$ cat config.mk
export PLATFORM = sky130hd
export DESIGN_NAME = ipv4_dotted_address_parser
export DESIGN_NICKNAME = d
export VERILOG_FILES = /design/src/sv/ipd_pkg.sv /design/src/sv/ipd_in_stage.sv /design/src/sv/ipd_parse.sv /design/src/sv/ipd_out_stage.sv /design/src/sv/ipv4_dotted_address_parser.sv
export VERILOG_INCLUDE_DIRS = /design/src /design/src/sv
export SDC_FILE = /design/constraint.sdc
export NUM_CORES = 1
export LEC_CHECK = 0
export BUFFER_PORTS_ARGS = -buffer_cell sky130_fd_sc_hd__buf_2
export CAP_MARGIN = 20
export CORE_UTILIZATION = 35
export CTS_BUF_LIST = sky130_fd_sc_hd__clkbuf_8
export CTS_CLUSTER_SIZE = 12
export DETAILED_ROUTE_END_ITERATION = 6
export HOLD_SLACK_MARGIN = 0.02
export RECOVER_POWER = 50
export SKIP_CTS_REPAIR_TIMING = 1
export SYNTH_ARGS = -nofsm -noshare
export SYNTH_HDL_FRONTEND = slang
export SYNTH_HIERARCHICAL = 1
export SYNTH_SLANG_ARGS = --single-unit
$ cat constraint.sdc
create_clock -name clock -period 15.1 [get_ports clock]
set_input_delay 3.02 -clock clock [delete_from_list [all_inputs] [get_ports clock]]
set_output_delay 3.02 -clock clock [all_outputs]
set_load 0.05 [all_outputs]
$ cat src/sv/ipv4_dotted_address_parser_macros.svh
// Assertion helpers shared by the address parser modules.
`ifndef IPV4_DOTTED_ADDRESS_PARSER_MACROS_SVH
`define IPV4_DOTTED_ADDRESS_PARSER_MACROS_SVH

// Same-cycle implication, checked outside reset.
`define IPD_ASSERT_NOW(label, clk, rst, ante, cons, msg) \
   label: assert property (@(posedge clk) disable iff (rst) (ante) |-> (cons)) else $error(msg);

// Next-cycle implication, checked outside reset.
`define IPD_ASSERT_NEXT(label, clk, rst, ante, cons, msg) \
   label: assert property (@(posedge clk) disable iff (rst) (ante) |=> (cons)) else $error(msg);

`endif

$ cat src/sv/ipd_pkg.sv
// ----------------------------------------------------------------------------
// ipd_pkg
// Types, codes and character constants for the dotted IPv4 address parser.
// ----------------------------------------------------------------------------
`default_nettype none

package ipd_pkg;

   // Parse phase codes
   localparam logic [1:0] PH_EXPECT = 2'd0;
   localparam logic [1:0] PH_ZERO   = 2'd1;
   localparam logic [1:0] PH_DIGITS = 2'd2;
   localparam logic [1:0] PH_DONE   = 2'd3;

   // Radix codes
   localparam logic [1:0] RX_DEC = 2'd0;
   localparam logic [1:0] RX_OCT = 2'd1;
   localparam logic [1:0] RX_HEX = 2'd2;

   // Characters
   localparam logic [7:0] CH_NUL   = 8'h00;
   localparam logic [7:0] CH_TAB   = 8'h09;
   localparam logic [7:0] CH_CR    = 8'h0D;
   localparam logic [7:0] CH_SPACE = 8'h20;
   localparam logic [7:0] CH_DOT   = 8'h2E;
   localparam logic [7:0] CH_ZERO  = 8'h30;
   localparam logic [7:0] CH_NINE  = 8'h39;
   localparam logic [7:0] CH_UC_A  = 8'h41;
   localparam logic [7:0] CH_UC_F  = 8'h46;
   localparam logic [7:0] CH_UC_X  = 8'h58;
   localparam logic [7:0] CH_LC_A  = 8'h61;
   localparam logic [7:0] CH_LC_F  = 8'h66;
   localparam logic [7:0] CH_LC_X  = 8'h78;

   localparam logic [1:0]  MAX_EARLIER = 2'd3;
   localparam logic [31:0] ALL_ONES    = 32'hFFFF_FFFF;

   typedef struct packed {
      logic [7:0] character;
      logic       first_char;
   } req_type;

   typedef struct packed {
      logic        ok;
      logic [31:0] address;
   } rsp_type;

   function automatic logic [31:0] swap32(input logic [31:0] v);
      return {v[7:0], v[15:8], v[23:16], v[31:24]};
   endfunction

endpackage

`default_nettype wire

$ cat src/sv/ipd_in_stage.sv
// ----------------------------------------------------------------------------
// ipd_in_stage
// Input register: holds one character until the parse logic takes it.
// ----------------------------------------------------------------------------
`default_nettype none

module ipd_in_stage
   import ipd_pkg::*;
(
   input  wire logic    clock,
   input  wire logic    reset,
   input  wire logic    req_valid,
   output logic         req_stall,
   input  wire req_type req_item,
   input  wire logic    advance,
   output logic         item_valid,
   output req_type      item
);

   logic    vld_ff, vld_in;
   req_type item_ff, item_in;
   logic    take;

   // A new transfer is taken whenever the register is empty or drains now.
   assign req_stall = vld_ff && !advance;
   assign take      = req_valid && !req_stall;

   always_comb begin
      vld_in  = vld_ff;
      item_in = item_ff;
      if (take) begin
         vld_in  = 1'b1;
         item_in = req_item;
      end else if (advance) begin
         vld_in = 1'b0;
      end
   end

   always_ff @(posedge clock) begin
      if (reset) begin
         vld_ff <= 1'b0;
      end else begin
         vld_ff <= vld_in;
      end
      item_ff <= item_in;
   end

   assign item_valid = vld_ff;
   assign item       = item_ff;

endmodule

`default_nettype wire

$ cat src/sv/ipd_parse.sv
// ----------------------------------------------------------------------------
// ipd_parse
// Parse state and the single-pass next-state and result logic.
// ----------------------------------------------------------------------------
`default_nettype none

`include "ipv4_dotted_address_parser_macros.svh"

module ipd_parse
   import ipd_pkg::*;
(
   input  wire logic    clock,
   input  wire logic    reset,
   input  wire logic    advance,
   input  wire req_type item,
   output logic         res_valid,
   output rsp_type      res
);

   logic [1:0]  phase_ff, phase_in;
   logic [1:0]  radix_ff, radix_in;
   logic [31:0] acc_ff, acc_in;
   logic [1:0]  count_ff, count_in;
   logic [31:0] parts_ff [3];
   logic        part_we;

   logic [7:0]  c;
   logic [1:0]  ph, rx, pc, eff_rx;
   logic [31:0] acc, scaled, packed_val;
   logic        is_dec, is_ws, is_hex_lc, is_hex_uc, is_digit;
   logic [3:0]  dval;
   logic        last_big, parts_bad, good;

   always_comb begin
      c = item.character;
      // A start flag clears the parse before this character is looked at.
      ph  = item.first_char ? PH_EXPECT : phase_ff;
      rx  = item.first_char ? RX_DEC : radix_ff;
      acc = item.first_char ? 32'd0 : acc_ff;
      pc  = item.first_char ? 2'd0 : count_ff;

      is_dec    = (c >= CH_ZERO) && (c <= CH_NINE);
      is_ws     = (c == CH_SPACE) || ((c >= CH_TAB) && (c <= CH_CR));
      is_hex_lc = (c >= CH_LC_A) && (c <= CH_LC_F);
      is_hex_uc = (c >= CH_UC_A) && (c <= CH_UC_F);

      // After a leading zero the part is octal unless an x follows.
      eff_rx   = (ph == PH_ZERO) ? RX_OCT : rx;
      is_digit = is_dec || ((eff_rx == RX_HEX) && (is_hex_lc || is_hex_uc));
      dval     = is_dec ? c[3:0] : 4'(c[3:0] + 4'd9);

      case (eff_rx)
         RX_HEX:  scaled = acc << 4;
         RX_OCT:  scaled = acc << 3;
         default: scaled = (acc << 3) + (acc << 1);
      endcase

      // Packing: the last part must fit its field, earlier parts one octet.
      case (pc)
         2'd1:    last_big = acc[31:24] != 8'd0;
         2'd2:    last_big = acc[31:16] != 16'd0;
         2'd3:    last_big = acc[31:8] != 24'd0;
         default: last_big = 1'b0;
      endcase
      parts_bad = ((pc >= 2'd1) && (parts_ff[0][31:8] != 24'd0))
                || ((pc >= 2'd2) && (parts_ff[1][31:8] != 24'd0))
                || ((pc >= 2'd3) && (parts_ff[2][31:8] != 24'd0));
      packed_val = acc;
      if (pc >= 2'd1) packed_val = packed_val | {parts_ff[0][7:0], 24'd0};
      if (pc >= 2'd2) packed_val = packed_val | {8'd0, parts_ff[1][7:0], 16'd0};
      if (pc >= 2'd3) packed_val = packed_val | {16'd0, parts_ff[2][7:0], 8'd0};

      phase_in  = ph;
      radix_in  = rx;
      acc_in    = acc;
      count_in  = pc;
      part_we   = 1'b0;
      res_valid = 1'b0;
      good      = 1'b0;

      case (ph)
         PH_EXPECT: begin
            if (!is_dec) begin
               res_valid = 1'b1;
               phase_in  = PH_DONE;
            end else if (c == CH_ZERO) begin
               acc_in   = 32'd0;
               phase_in = PH_ZERO;
            end else begin
               radix_in = RX_DEC;
               acc_in   = {28'd0, c[3:0]};
               phase_in = PH_DIGITS;
            end
         end
         PH_ZERO, PH_DIGITS: begin
            phase_in = PH_DIGITS;
            if (ph == PH_ZERO) begin
               radix_in = RX_OCT;
            end
            if ((ph == PH_ZERO) && ((c == CH_LC_X) || (c == CH_UC_X))) begin
               radix_in = RX_HEX;
            end else if (is_digit) begin
               acc_in = scaled + {28'd0, dval};
            end else if (c == CH_DOT) begin
               if (pc == MAX_EARLIER) begin
                  res_valid = 1'b1;
                  phase_in  = PH_DONE;
               end else begin
                  part_we  = 1'b1;
                  count_in = pc + 2'd1;
                  acc_in   = 32'd0;
                  phase_in = PH_EXPECT;
               end
            end else begin
               res_valid = 1'b1;
               phase_in  = PH_DONE;
               good      = ((c == CH_NUL) || is_ws) && !last_big && !parts_bad;
            end
         end
         default: begin
         end
      endcase

      res.ok      = good;
      res.address = good ? swap32(packed_val) : ALL_ONES;
   end

   always_ff @(posedge clock) begin
      if (reset) begin
         phase_ff <= PH_EXPECT;
         radix_ff <= RX_DEC;
         acc_ff   <= 32'd0;
         count_ff <= 2'd0;
      end else if (advance) begin
         phase_ff <= phase_in;
         radix_ff <= radix_in;
         acc_ff   <= acc_in;
         count_ff <= count_in;
      end
      if (advance && part_we) begin
         parts_ff[pc] <= acc;
      end
   end

   `IPD_ASSERT_NEXT(a_done_after_result, clock, reset, advance && res_valid, phase_ff == PH_DONE, "parser not finished after a result")
   `IPD_ASSERT_NOW(a_no_result_when_done, clock, reset, (phase_ff == PH_DONE) && !item.first_char, !res_valid, "result after the string had ended")

endmodule

`default_nettype wire

$ cat src/sv/ipd_out_stage.sv
// ----------------------------------------------------------------------------
// ipd_out_stage
// Result register: holds one result until the consumer takes it.
// ----------------------------------------------------------------------------
`default_nettype none

module ipd_out_stage
   import ipd_pkg::*;
(
   input  wire logic    clock,
   input  wire logic    reset,
   input  wire logic    load,
   input  wire rsp_type res,
   output logic         rsp_valid,
   input  wire logic    rsp_stall,
   output rsp_type      rsp_item
);

   logic    vld_ff, vld_in;
   rsp_type rsp_ff, rsp_in;

   always_comb begin
      vld_in = vld_ff;
      rsp_in = rsp_ff;
      if (load) begin
         vld_in = 1'b1;
         rsp_in = res;
      end else if (vld_ff && !rsp_stall) begin
         vld_in = 1'b0;
      end
   end

   always_ff @(posedge clock) begin
      if (reset) begin
         vld_ff <= 1'b0;
      end else begin
         vld_ff <= vld_in;
      end
      rsp_ff <= rsp_in;
   end

   assign rsp_valid = vld_ff;
   assign rsp_item  = rsp_ff;

endmodule

`default_nettype wire

$ cat src/sv/ipv4_dotted_address_parser.sv
// ----------------------------------------------------------------------------
// ipv4_dotted_address_parser
// Parses a dotted IPv4 address (a, a.b, a.b.c, a.b.c.d; decimal, octal or
// hex parts) one character per transfer and returns the packed address.
//
//   channel   direction  ports
//   req       in         req_valid, req_stall, req_character, req_first_char
//   rsp       out        rsp_valid, rsp_stall, rsp_ok, rsp_address
//
// One character per cycle while rsp is not stalled; a character goes from the
// input register through the single parse pass into the result register.
// At most one result per string, on the character that ends it.
// Reset is synchronous and clears both stages and the parse state.
// A held result stalls the input only once the input register is also full.
// ----------------------------------------------------------------------------
`default_nettype none

`include "ipv4_dotted_address_parser_macros.svh"

module ipv4_dotted_address_parser
   import ipd_pkg::*;
(
   input  wire logic        clock,
   input  wire logic        reset,
   input  wire logic        req_valid,
   output logic             req_stall,
   input  wire logic [7:0]  req_character,
   input  wire logic        req_first_char,
   output logic             rsp_valid,
   input  wire logic        rsp_stall,
   output logic             rsp_ok,
   output logic [31:0]      rsp_address
);

   req_type req_item, item;
   rsp_type res, rsp_item;
   logic    item_valid, advance, res_valid, load;

   assign req_item.character  = req_character;
   assign req_item.first_char = req_first_char;

   // The held character moves on when the result register is free or drains.
   assign advance = item_valid && (!rsp_valid || !rsp_stall);
   assign load    = advance && res_valid;

   ipd_in_stage u_in (
      .clock      (clock),
      .reset      (reset),
      .req_valid  (req_valid),
      .req_stall  (req_stall),
      .req_item   (req_item),
      .advance    (advance),
      .item_valid (item_valid),
      .item       (item)
   );

   ipd_parse u_parse (
      .clock     (clock),
      .reset     (reset),
      .advance   (advance),
      .item      (item),
      .res_valid (res_valid),
      .res       (res)
   );

   ipd_out_stage u_out (
      .clock     (clock),
      .reset     (reset),
      .load      (load),
      .res       (res),
      .rsp_valid (rsp_valid),
      .rsp_stall (rsp_stall),
      .rsp_item  (rsp_item)
   );

   assign rsp_ok      = rsp_item.ok;
   assign rsp_address = rsp_item.address;

   `IPD_ASSERT_NOW(a_load_when_free, clock, reset, load, !rsp_valid || !rsp_stall, "result register overwritten while held")
   `IPD_ASSERT_NOW(a_stall_only_full, clock, reset, req_stall, item_valid, "input stalled with an empty input register")
   `IPD_ASSERT_NOW(a_fail_all_ones, clock, reset, rsp_valid && !rsp_ok, rsp_address == ALL_ONES, "failed result without all-ones address")

endmodule

`default_nettype wire

# Word level (Yosys, flattened, before mapping)
# Memory sizes are Yosys's and may differ from the RTL's.
# Cells that the tools add are included.
[word_totals]
regBits = 82
ramBits = 96
mem_count = 1
wordCells = 138
inputBits = 13
output_inout_bits = 35
[op_classes]
mux = 55
bitwise_logic = 3
n_eq_ne = 12
magnitude_cmp = 11
add_sub_neg = 4
n_reduce_logical = 42
[mem_list]
columns = ["memory", "depth", "width", "read_ports", "rd_clocked_by_memory_dff", "wr", "line", "rtl"]
rows = [
  ["u_parse.parts_ff", 3, 32, 3, 0, 1, "ipd_parse.sv:24", "logic [31:0] parts_ff [3];"],
]
[op_table]
columns = ["cell", "n"]
rows = [
  ["2-to-1 mux 32 bit", 9],
  ["case mux 32 bit (2 select lines)", 2],
  ["nonzero test 24 bit", 4],
  ["2-to-1 mux 2 bit", 18],
  ["adder 32 bit", 1],
  ["adder 32 x 4 -> 32 bit", 1],
  ["bitwise OR 32 x 16 -> 32 bit", 1],
  ["bitwise OR 32 x 24 -> 32 bit", 1],
  ["bitwise OR 32 bit", 1],
  ["equality test 8 x 6 -> 1 bit, second input constant", 3],
  ["2-to-1 mux 1 bit", 20],
  ["logical AND 1 bit", 17],
  ["equality test 8 x 7 -> 1 bit, second input constant", 2],
  ["greater-or-equal comparator 8 x 7 -> 1 bit, second input constant", 2],
  ["<= comparator 8 x 7 -> 1 bit, second input constant", 2],
  ["nonzero test 16 bit", 1],
  ["equality test 2 bit, second input constant", 4],
  ["greater-or-equal comparator 8 x 4 -> 1 bit, second input constant", 1],
  ["greater-or-equal comparator 8 x 6 -> 1 bit, second input constant", 1],
  ["<= comparator 8 x 4 -> 1 bit, second input constant", 1],
  ["<= comparator 8 x 6 -> 1 bit, second input constant", 1],
  ["zero test 8 bit", 1],
  ["logical OR 1 bit", 8],
  ["2-to-1 mux 4 bit", 2],
  ["13 further kinds", 23],
]

# Depth between registers and ports, before layout
# Gate-level depths: netlist of run 1.
[logic_depth]
word_depth = 12
ltp_mapped = 29

# Modules after synthesis
# The synthesis of run 1 kept the hierarchy.
[modules_own_cells]
columns = ["mod", "area_per_inst_um2", "cells_per_inst", "n_inst", "seq_area_each_um2"]
rows = [
  ["ipd_parse", 9465.3, 1086, 1, 3643.5],
  ["ipd_out_stage", 1019.7, 36, 1, 1011.0],
  ["ipd_in_stage", 320.3, 13, 1, 290.3],
  ["ipv4_dotted_address_parser", 17.5, 2, 1, 0.0],
]

# Least setup slack after synthesis of run 1
# No wires, ideal clock.
[synth_timing]
path_kind = "input to register"
from = "input rsp_stall"
to = "memory u_parse.parts_ff[0][0], enable pin"
arrival_ps = 6278
required_time_ps = 14639
cell_stages = 6
slack_ps = 8361
n_path_buf = 3
cell_sequence = "a21boi_2 clkbuf_1 clkbuf_1 clkbuf_1 nand2_1 nor3_1"
[synth_via]
elab_chain_cells = 6
[synth_lines]
columns = ["element", "line", "rtl"]
rows = [
  ["start: declaration", "ipv4_dotted_address_parser.sv:30", "input wire logic rsp_stall,"],
  ["zero test 1 bit", "ipv4_dotted_address_parser.sv:43", "assign advance = item_valid && (!rsp_valid || !rsp_stall);"],
  ["logical OR 1 bit", "ipv4_dotted_address_parser.sv:43", ""],
  ["logical AND 1 bit", "ipv4_dotted_address_parser.sv:43", ""],
  ["logical AND 1 bit", "ipd_parse.sv:140", "if (advance && part_we) begin"],
  ["2-to-1 mux 1 bit", "ipd_parse.sv:140", ""],
  ["2-to-1 mux 1 bit (implied by the code)", "ipd_parse.sv:141", "parts_ff[pc] <= acc;"],
  ["end: declaration", "ipd_parse.sv:24", ""],
]
# Every way passes these cells.

# Final worst setup path of run 1
[layout_timing]
from = "register u_in.item_ff (netlist bit u_in/item[0])"
to = "register u_parse.acc_ff[30]"
[layout_via]
elab_chain_cells = 9
word_cells_on_any_way = 24
[layout_lines]
columns = ["element", "line", "rtl"]
rows = [
  ["start: declaration", "ipd_in_stage.sv:21", "req_type item_ff, item_in;"],
  ["start signal: assignment", "ipd_in_stage.sv:45", "item_ff <= item_in;"],
  ["branches (longest 8 deep; another with adder 32 bit)", "--", ""],
  ["case mux 32 bit (2 select lines) (*)", "ipd_parse.sv:81", "case (ph)"],
  ["end signal: assignment", "ipd_parse.sv:137", "acc_ff <= acc_in;"],
  ["end: declaration", "ipd_parse.sv:22", "logic [31:0] acc_ff, acc_in;"],
]
# Every way passes the cells marked *.
# A chain may end at the register's enable or synchronous reset.

==> results of run 1 <==
==> layout make-up <==
cell class | instances | area share (%)
sequential | 178 | 42.5
clock inverter | 14 | 1.01
clock buffer | 17 | 2.01
tap | 396 | 4.26
inverter | 23 | 0.742
timing repair buffer | 77 | 2.95
multi-input combinational | 852 | 46.5
==> path summary, 6_finish.rpt <==
check / endpoint / start / cells past startpoint
setup reg to reg: u_parse/acc_ff[30] / u_in/item[0] / 15
hold reg to reg: u_parse/acc_ff[24] / u_parse/acc_ff[24] / 2
hold / removal: u_parse/acc_ff[24] / u_parse/acc_ff[24] / 2
setup / recovery: u_parse/acc_ff[30] / u_in/item[0] / 15
==> logic make-up (layout without fill, tap and decap cells) <==
group / after synthesis / in the layout
and+or+nand+nor: 452 / 452
AOI/OAI and AO/OA: 316 / 316
DFF: 178 / 178
buffers and inverters: 107 / 131
xor gates and xnor gates: 49 / 49
adders and majority gates: 27 / 27
muxes: 8 / 8
==> power breakdown <==
group / switching, mW / leakage (nW) / internal [mW] / total (mW)
clock network: 0.173 / 0.173 / 0.129 / 0.301
registers: 0.00574 / 1.48 / 0.527 / 0.533
logic: 0.0530 / 1.94 / 0.0218 / 0.0748
total: 0.231 / 3.59 / 0.678 / 0.909
==> tightest hold or removal path, cell delays in order (launching register included) <==
cell and delay, ns:
dfxtp_1 0.33, nand2_1 0.04, o21ai_0 0.06
==> Yosys cell counts (all sizes together) (4+ instances only) <==
library cell | count | area, um2
nand2b | 22 | 138
o2111ai | 6 | 58.8
nand4b | 5 | 50.0
nor3 | 35 | 175
nand3b | 6 | 45.0
clkbuf | 45 | 169
or3 | 8 | 55.1
a21o | 12 | 90.1
edfxtp | 138 | 4140
and3 | 15 | 98.8
inv | 22 | 82.6
o31ai | 4 | 43.8
ha | 22 | 275
o211ai | 14 | 105
o21ai | 61 | 309
xor2 | 13 | 114
dfxtp | 40 | 801
maj3 | 4 | 42.5
nor4 | 34 | 255
or4 | 7 | 52.6
xnor2 | 36 | 315
a211oi | 15 | 130
nand4 | 17 | 106
and2 | 10 | 62.6
nor2b | 44 | 283
a221oi | 19 | 173
a21oi | 91 | 455
buf | 39 | 224
nand3 | 26 | 135
a22oi | 26 | 195
a22o | 4 | 35.0
nand2 | 122 | 458
nor2 | 84 | 315
mux2i | 7 | 70.1
a31oi | 9 | 56.3
o22ai | 7 | 43.8
or3b | 4 | 37.5
==> flip-flops by register name (all words and copies together) (netlist names) <==
register	count
u_in/item	9
u_in/item_valid	1
u_out/rsp_item	33
u_out/rsp_valid	1
u_parse/acc_ff	32
u_parse/count_ff	2
u_parse/parts_ff	96
u_parse/phase_ff	2
u_parse/radix_ff	2
==> stage by stage <==
stage / std cells / instance area (um2) / util [%] / total power [mW] / worst slack, ns
6_report: 1557 / 11600 / 38.1 / 0.909 / 7.37
5_1_grt: 1557 / 11600 / 38.1 / 0.942 / 6.62
4_1_cts: 1557 / 11800 / 38.6 / 0.917 / 8.27
3_5_place_dp: 1526 / 11400 / 37.4 / 0.618 / 8.27
3_3_place_gp: 1526 / 11400 / 37.4 / 0.617 / 8.26
2_1_floorplan: 1137 / 10800 / - / 0.599 / 8.36
==> per-layer routing <==
metal / track usage (%) / routed length (um) / part of all wire (%) / up-vias
met5: 0 / 0 / 0 / -
met4: 5.20 / 485 / 1.6 / 0
met3: 3.86 / 2310 / 7.4 / 39
met2: 30.1 / 13400 / 43 / 355
met1: 30.1 / 15100 / 48 / 4323
li1: - / - / - / 4309
==> flow_metrics.env, run 1 <==
export IMPL_outcome="finished, violations left"
export IMPL_violations="max-capacitance violations, max-slew violations"
export IMPL_min_path_type="reg -> reg"
export IMPL_synth_nets=1173
export IMPL_setup_viol=0
export IMPL_arrival_ns=8.13
export IMPL_vias_per_cell=5.80
export IMPL_grt_pass1_wl_um=49000
export IMPL_synthSimpleGateAreaFrac_pct=22.0
export IMPL_crit_family="buffers and inverters"
export IMPL_area_growth_synth_to_final_pct=7.51
export IMPL_grt_overflow_total=0
export IMPL_synthArstFlopShare_pct=0
export IMPL_io_pins=48
export IMPL_ff2ff_setup_slack_ns=7.37
export IMPL_numClockSinks=178
export IMPL_die_area_um2=31600
export IMPL_seq_area_um2=4940
export IMPL_synthDistinctLibCells=98
export IMPL_insertion_delay_ns=0.46
export IMPL_htree_num_levels=4
export IMPL_core_area_um2=30500
export IMPL_cp_common_cell="clkbuf_1"
export IMPL_leakagePower_nw=3.59
export IMPL_drc_errors=0
export IMPL_grt_pass1_vias=8356
export IMPL_dr_pass1_iters=5
export IMPL_crit_path_start_kind="flip-flop"
export IMPL_drive_gt1_share_pct=7.32
export IMPL_finalClockSkew_ns=0.0154
export IMPL_clkSlewWorstSetupHoldPaths_ns=0.10
export IMPL_crit_path_max_fanout=76
export IMPL_row_count=64
export IMPL_finalSetupTns_ns=0
export IMPL_rsz0062_at_grt="false"
export IMPL_synth_edff_count=138
export IMPL_cp_data_required_time_ns=15.50
export IMPL_antenna_cells=0
export IMPL_yosys_area_share_adder_pct=3.12
export IMPL_start_util_pct=35.5
export IMPL_drt_iter0_markers=898
export IMPL_maxCapViolCount=4
export IMPL_grt_max_degree=77
export IMPL_numCtsBuffers=17
export IMPL_synth_top_family_by_area="simple AND/OR/NAND/NOR gates"
export IMPL_nNetsFinal=1185
export IMPL_hold_slack_ns=0.461
export IMPL_vias=9026
export IMPL_path_class="reg -> reg"
export IMPL_layout_commonest_cell="edfxtp_1"
export IMPL_drtAntennaViolNets=0
export IMPL_tightest_slew_ns=3.38
export IMPL_ys_flop_type="edfxtp_1"
export IMPL_die_height_um=178
export IMPL_critical_path_max_stage_delay_ns=2.45
export IMPL_cts_root_buffer="clkbuf_8"
export IMPL_synthMuxAreaShare_pct=0.751
export IMPL_gp_congestion=0.889
export IMPL_ys_seq_elements=178
export IMPL_cts_buffer_depth=2
export IMPL_yosysSeqAreaShare_pct=45.7
export IMPL_fmax_mhz=129
export IMPL_io_buffers=47
export IMPL_slew_viol_final=172
export IMPL_fp_dieW_um=178
export IMPL_track_usage_pct=20.3
export IMPL_syn_avg_cell_area_um2=9.52
export IMPL_syn_area_um2=10800
export IMPL_cts_tree="built"
export IMPL_syn_instance_count=1137
export IMPL_drt_total_wl_um=31300
export IMPL_cp_slowest_cell="clkbuf_1"
export IMPL_synth_compound_area_share_pct=20.0
export IMPL_period_share_pct=51.2
export IMPL_grt_antenna_before_repair=0
export IMPL_final_cell_mix="edfxtp_1 (138), nand2_1 (122), a21oi_1 (91)"
export IMPL_path_cells="clkbuf_1 -> clkbuf_1 -> nor2b_1 -> ha_1 -> maj3_2 -> o221a_4 -> o2111ai_2 -> a21boi_1 -> o2111ai_1 -> o311ai_1 -> or3_4 -> nor4_4 -> nand4b_2 -> or4_1 -> nand3_1"
export IMPL_fillCellCount=3041
export IMPL_yosysWarningCount=6
export IMPL_synth_xor_xnor_area_share_pct=3.97
export IMPL_path_buf_inv=2
export IMPL_max_slew_margin_pct=-125
export IMPL_dpl_hpwl_um=21700
export IMPL_powerDensity_nw_per_um2=78.1
export IMPL_finalCriticalPeriod_ns=7.73
export IMPL_worstSetupEndpointType="flip-flop"
export IMPL_finalHoldViolations=0
export IMPL_wl_per_cell_um=20.1
export IMPL_multi_input_area_um2=5420
export IMPL_irDropWorstVdd_uv=49.3
Power figures use the tool's default switching activity.
==> run 2, diff against run 1 <==
==> constraint.sdc (replaced) <==
create_clock -name clock -period 6.4 [get_ports clock]
set_input_delay 1.28 -clock clock [delete_from_list [all_inputs] [get_ports clock]]
set_output_delay 1.28 -clock clock [all_outputs]
set_load 0.05 [all_outputs]
==> run 2 against run 1 <==
Effect of this change: the flow still finishes with violations (max-capacitance violations, max-slew violations); sequential power up 140%; non-clock buffer count down 3; combinational power up 140%; global-route usage about the same; final area up 0.51%; critical path type unchanged; critical endpoint unchanged; highest routed layer is now met5.
==> flow_metrics.env, run 2 (synthesis gave the netlist of run 1 again) <==
export IMPL_outcome="finished, violations left"
export IMPL_violations="max-capacitance violations, max-slew violations"
export IMPL_layout_commonest_cell="edfxtp_1"
export IMPL_crit_path_start_kind="flip-flop"
export IMPL_finalClockSkew_ns=0.0222
export IMPL_holdPathStages=2
export IMPL_insertion_delay_ns=0.47
export IMPL_dpl_hpwl_um=21700
export IMPL_tightest_slew_ns=1.70
export IMPL_drive_gt1_share_pct=7.51
export IMPL_r2r_start="u_in/item[0]"
export IMPL_numCtsBuffers=17
export IMPL_cp_data_required_time_ns=6.80
export IMPL_leakagePower_nw=3.61
export IMPL_whs_endpoint="u_parse/acc_ff[26]"
export IMPL_antenna_cells=0
export IMPL_dr_pass1_iters=6
export IMPL_drt_total_wl_um=31100
export IMPL_critPathLaunch="u_in/item[0]"
export IMPL_finalCriticalPeriod_ns=5.47
export IMPL_cts_root_buffer="clkbuf_8"
export IMPL_fin_ws_ns=0.932
export IMPL_vias=8987
export IMPL_nNetsFinal=1182
export IMPL_wl_per_cell_um=20.0
export IMPL_path_class="reg -> reg"
export IMPL_grt_max_degree=81
export IMPL_numClockSinks=178
export IMPL_grt_overflow_total=0
export IMPL_grt_antenna_before_repair=2
export IMPL_grt_pass1_vias=8347
export IMPL_p_int_mw=1.63
export IMPL_period_share_pct=85.4
export IMPL_htree_num_levels=4
export IMPL_power_share_sequential_pct=56.1
export IMPL_reg2regPathDepth=13
export IMPL_finalPower_mw=2.24
export IMPL_final_cell_mix="edfxtp_1 (138), nand2_1 (122), a21oi_1 (91)"
export IMPL_switching_power_uw=613
export IMPL_drtAntennaViolNets=0
export IMPL_cts_buffer_depth=2
export IMPL_setup_viol=0
export IMPL_min_path_type="reg -> reg"
export IMPL_die_area_um2=31600
export IMPL_cts_tree="built"
export IMPL_vias_per_cell=5.78
export IMPL_finalSetupTns_ns=0
export IMPL_core_area_um2=30500
export IMPL_io_pins=48
export IMPL_track_usage_pct=20.3
export IMPL_finalHoldViolations=0
export IMPL_max_slew_margin_pct=-13.6
export IMPL_row_count=64
export IMPL_hold_slack_ns=0.460
export IMPL_crit_path_max_fanout=80
export IMPL_power_share_combinational_pct=7.9
export IMPL_pre_cts_slack_ns=1.39
export IMPL_largest_register_ffs=96
export IMPL_io_buffers=47
export IMPL_worstSetupEndpointType="flip-flop"
export IMPL_gp_congestion=0.927
export IMPL_p_clk_share_pct=36.0
export IMPL_irDropWorstVdd_uv=128
export IMPL_maxCapViolCount=2
export IMPL_arrival_ns=5.87
export IMPL_hp_start="u_parse/acc_ff[26]"
export IMPL_p_sw_share_pct=27.3
export IMPL_ff2ff_setup_slack_ns=0.93
export IMPL_clkSlewWorstSetupHoldPaths_ns=0.11
export IMPL_drc_errors=0
export IMPL_fp_dieW_um=178
export IMPL_die_height_um=178
export IMPL_top_register="u_parse/parts_ff"
export IMPL_powerDensity_nw_per_um2=192
export IMPL_fmax_mhz=183
export IMPL_rsz0062_at_grt="false"
export IMPL_rr_endpoint="u_parse/acc_ff[30]"
export IMPL_start_util_pct=35.5
export IMPL_slew_viol_final=45
export IMPL_grt_pass1_wl_um=48700
export IMPL_area_growth_synth_to_final_pct=8.06
export IMPL_drt_iter0_markers=1031
export IMPL_fillCellCount=3005
## run 2: changes by cell type in the layout (fill, tap and decap cells not counted)
cell | previous run | this run
buf_2 | 16 | 11
clkinv_8 | 0 | 4
inv_8 | 1 | 4
buf_4 | 9 | 11
clkinv_1 | 3 | 1
clkinv_4 | 2 | 0
clkinvlp_4 | 4 | 2
inv_1 | 24 | 22
inv_6 | 1 | 3
and2_0 | 0 | 1
and2_1 | 10 | 9
## run 2: critical path: stages, from the launching register on
cell and delay [ns]:
edfxtp_1 0.36, clkbuf_1 1.04, buf_4 0.82, nand2b_1 0.25, o22ai_1 0.09, a31oi_1 0.40, nand4_1 0.28, a21o_1 0.23
a31o_1 0.23, or3_4 0.42, nor4_4 0.36, nand4b_2 0.21, or4_1 0.53, nand3_1 0.09
## run 2: layout make-up
class | count | area (um2) | share of cell area (%)
clock buffers | 17 | 234 | 2.00
clock inverters | 15 | 186 | 1.59
inverters | 23 | 86.3 | 0.738
multi-input cells | 852 | 5420 | 46.3
flip-flops and latches | 178 | 4940 | 42.3
well taps | 396 | 495 | 4.24
repair buffers | 74 | 333 | 2.85
## run 2: how the worst max path moves through the flow
| stage | to | slack, ns | cells past startpoint |
|---|---|---|---|
| 6_report | u_parse/acc_ff[30] | 0.93 | 13 |
| 5_1_grt | u_parse/acc_ff[30] | 0.48 | 13 |
| 4_1_cts | u_parse/acc_ff[31] | 1.34 | 20 |
| 3_5_place_dp | u_parse/acc_ff[31] | 1.39 | 20 |
| 3_3_place_gp | u_parse/acc_ff[31] | 1.55 | 20 |
| 2_1_floorplan | u_parse/acc_ff[27] | 0.55 | 28 |
## run 2: per-layer routing
layer | vias up | global-route usage [%] | wire length [um]
met5 | - | 0 | 13
met4 | 2 | 5.80 | 527
met3 | 31 | 4.16 | 2390
met2 | 353 | 30.8 | 13600
met1 | 4308 | 29.0 | 14500
li1 | 4293 | - | -
## run 2: metrics by stage
step	util (%)	instance area, um2	instances
3_5_place_dp	37.3	11400	1523
4_1_cts	38.7	11800	1555
5_1_grt	38.3	11700	1555
3_3_place_gp	37.3	11400	1523
6_report	38.3	11700	1555
2_1_floorplan	-	10800	1137
## run 2: power groups by stage
stage                     Combinational [mW]  Clock (mW)  Sequential, mW
after floorplan                        0.132           0            1.28
after global placement                 0.175           0            1.28
after detailed placement               0.175           0            1.28
after CTS                              0.175       0.826            1.26
after global routing                   0.193       0.873            1.26
final                                  0.177       0.808            1.26
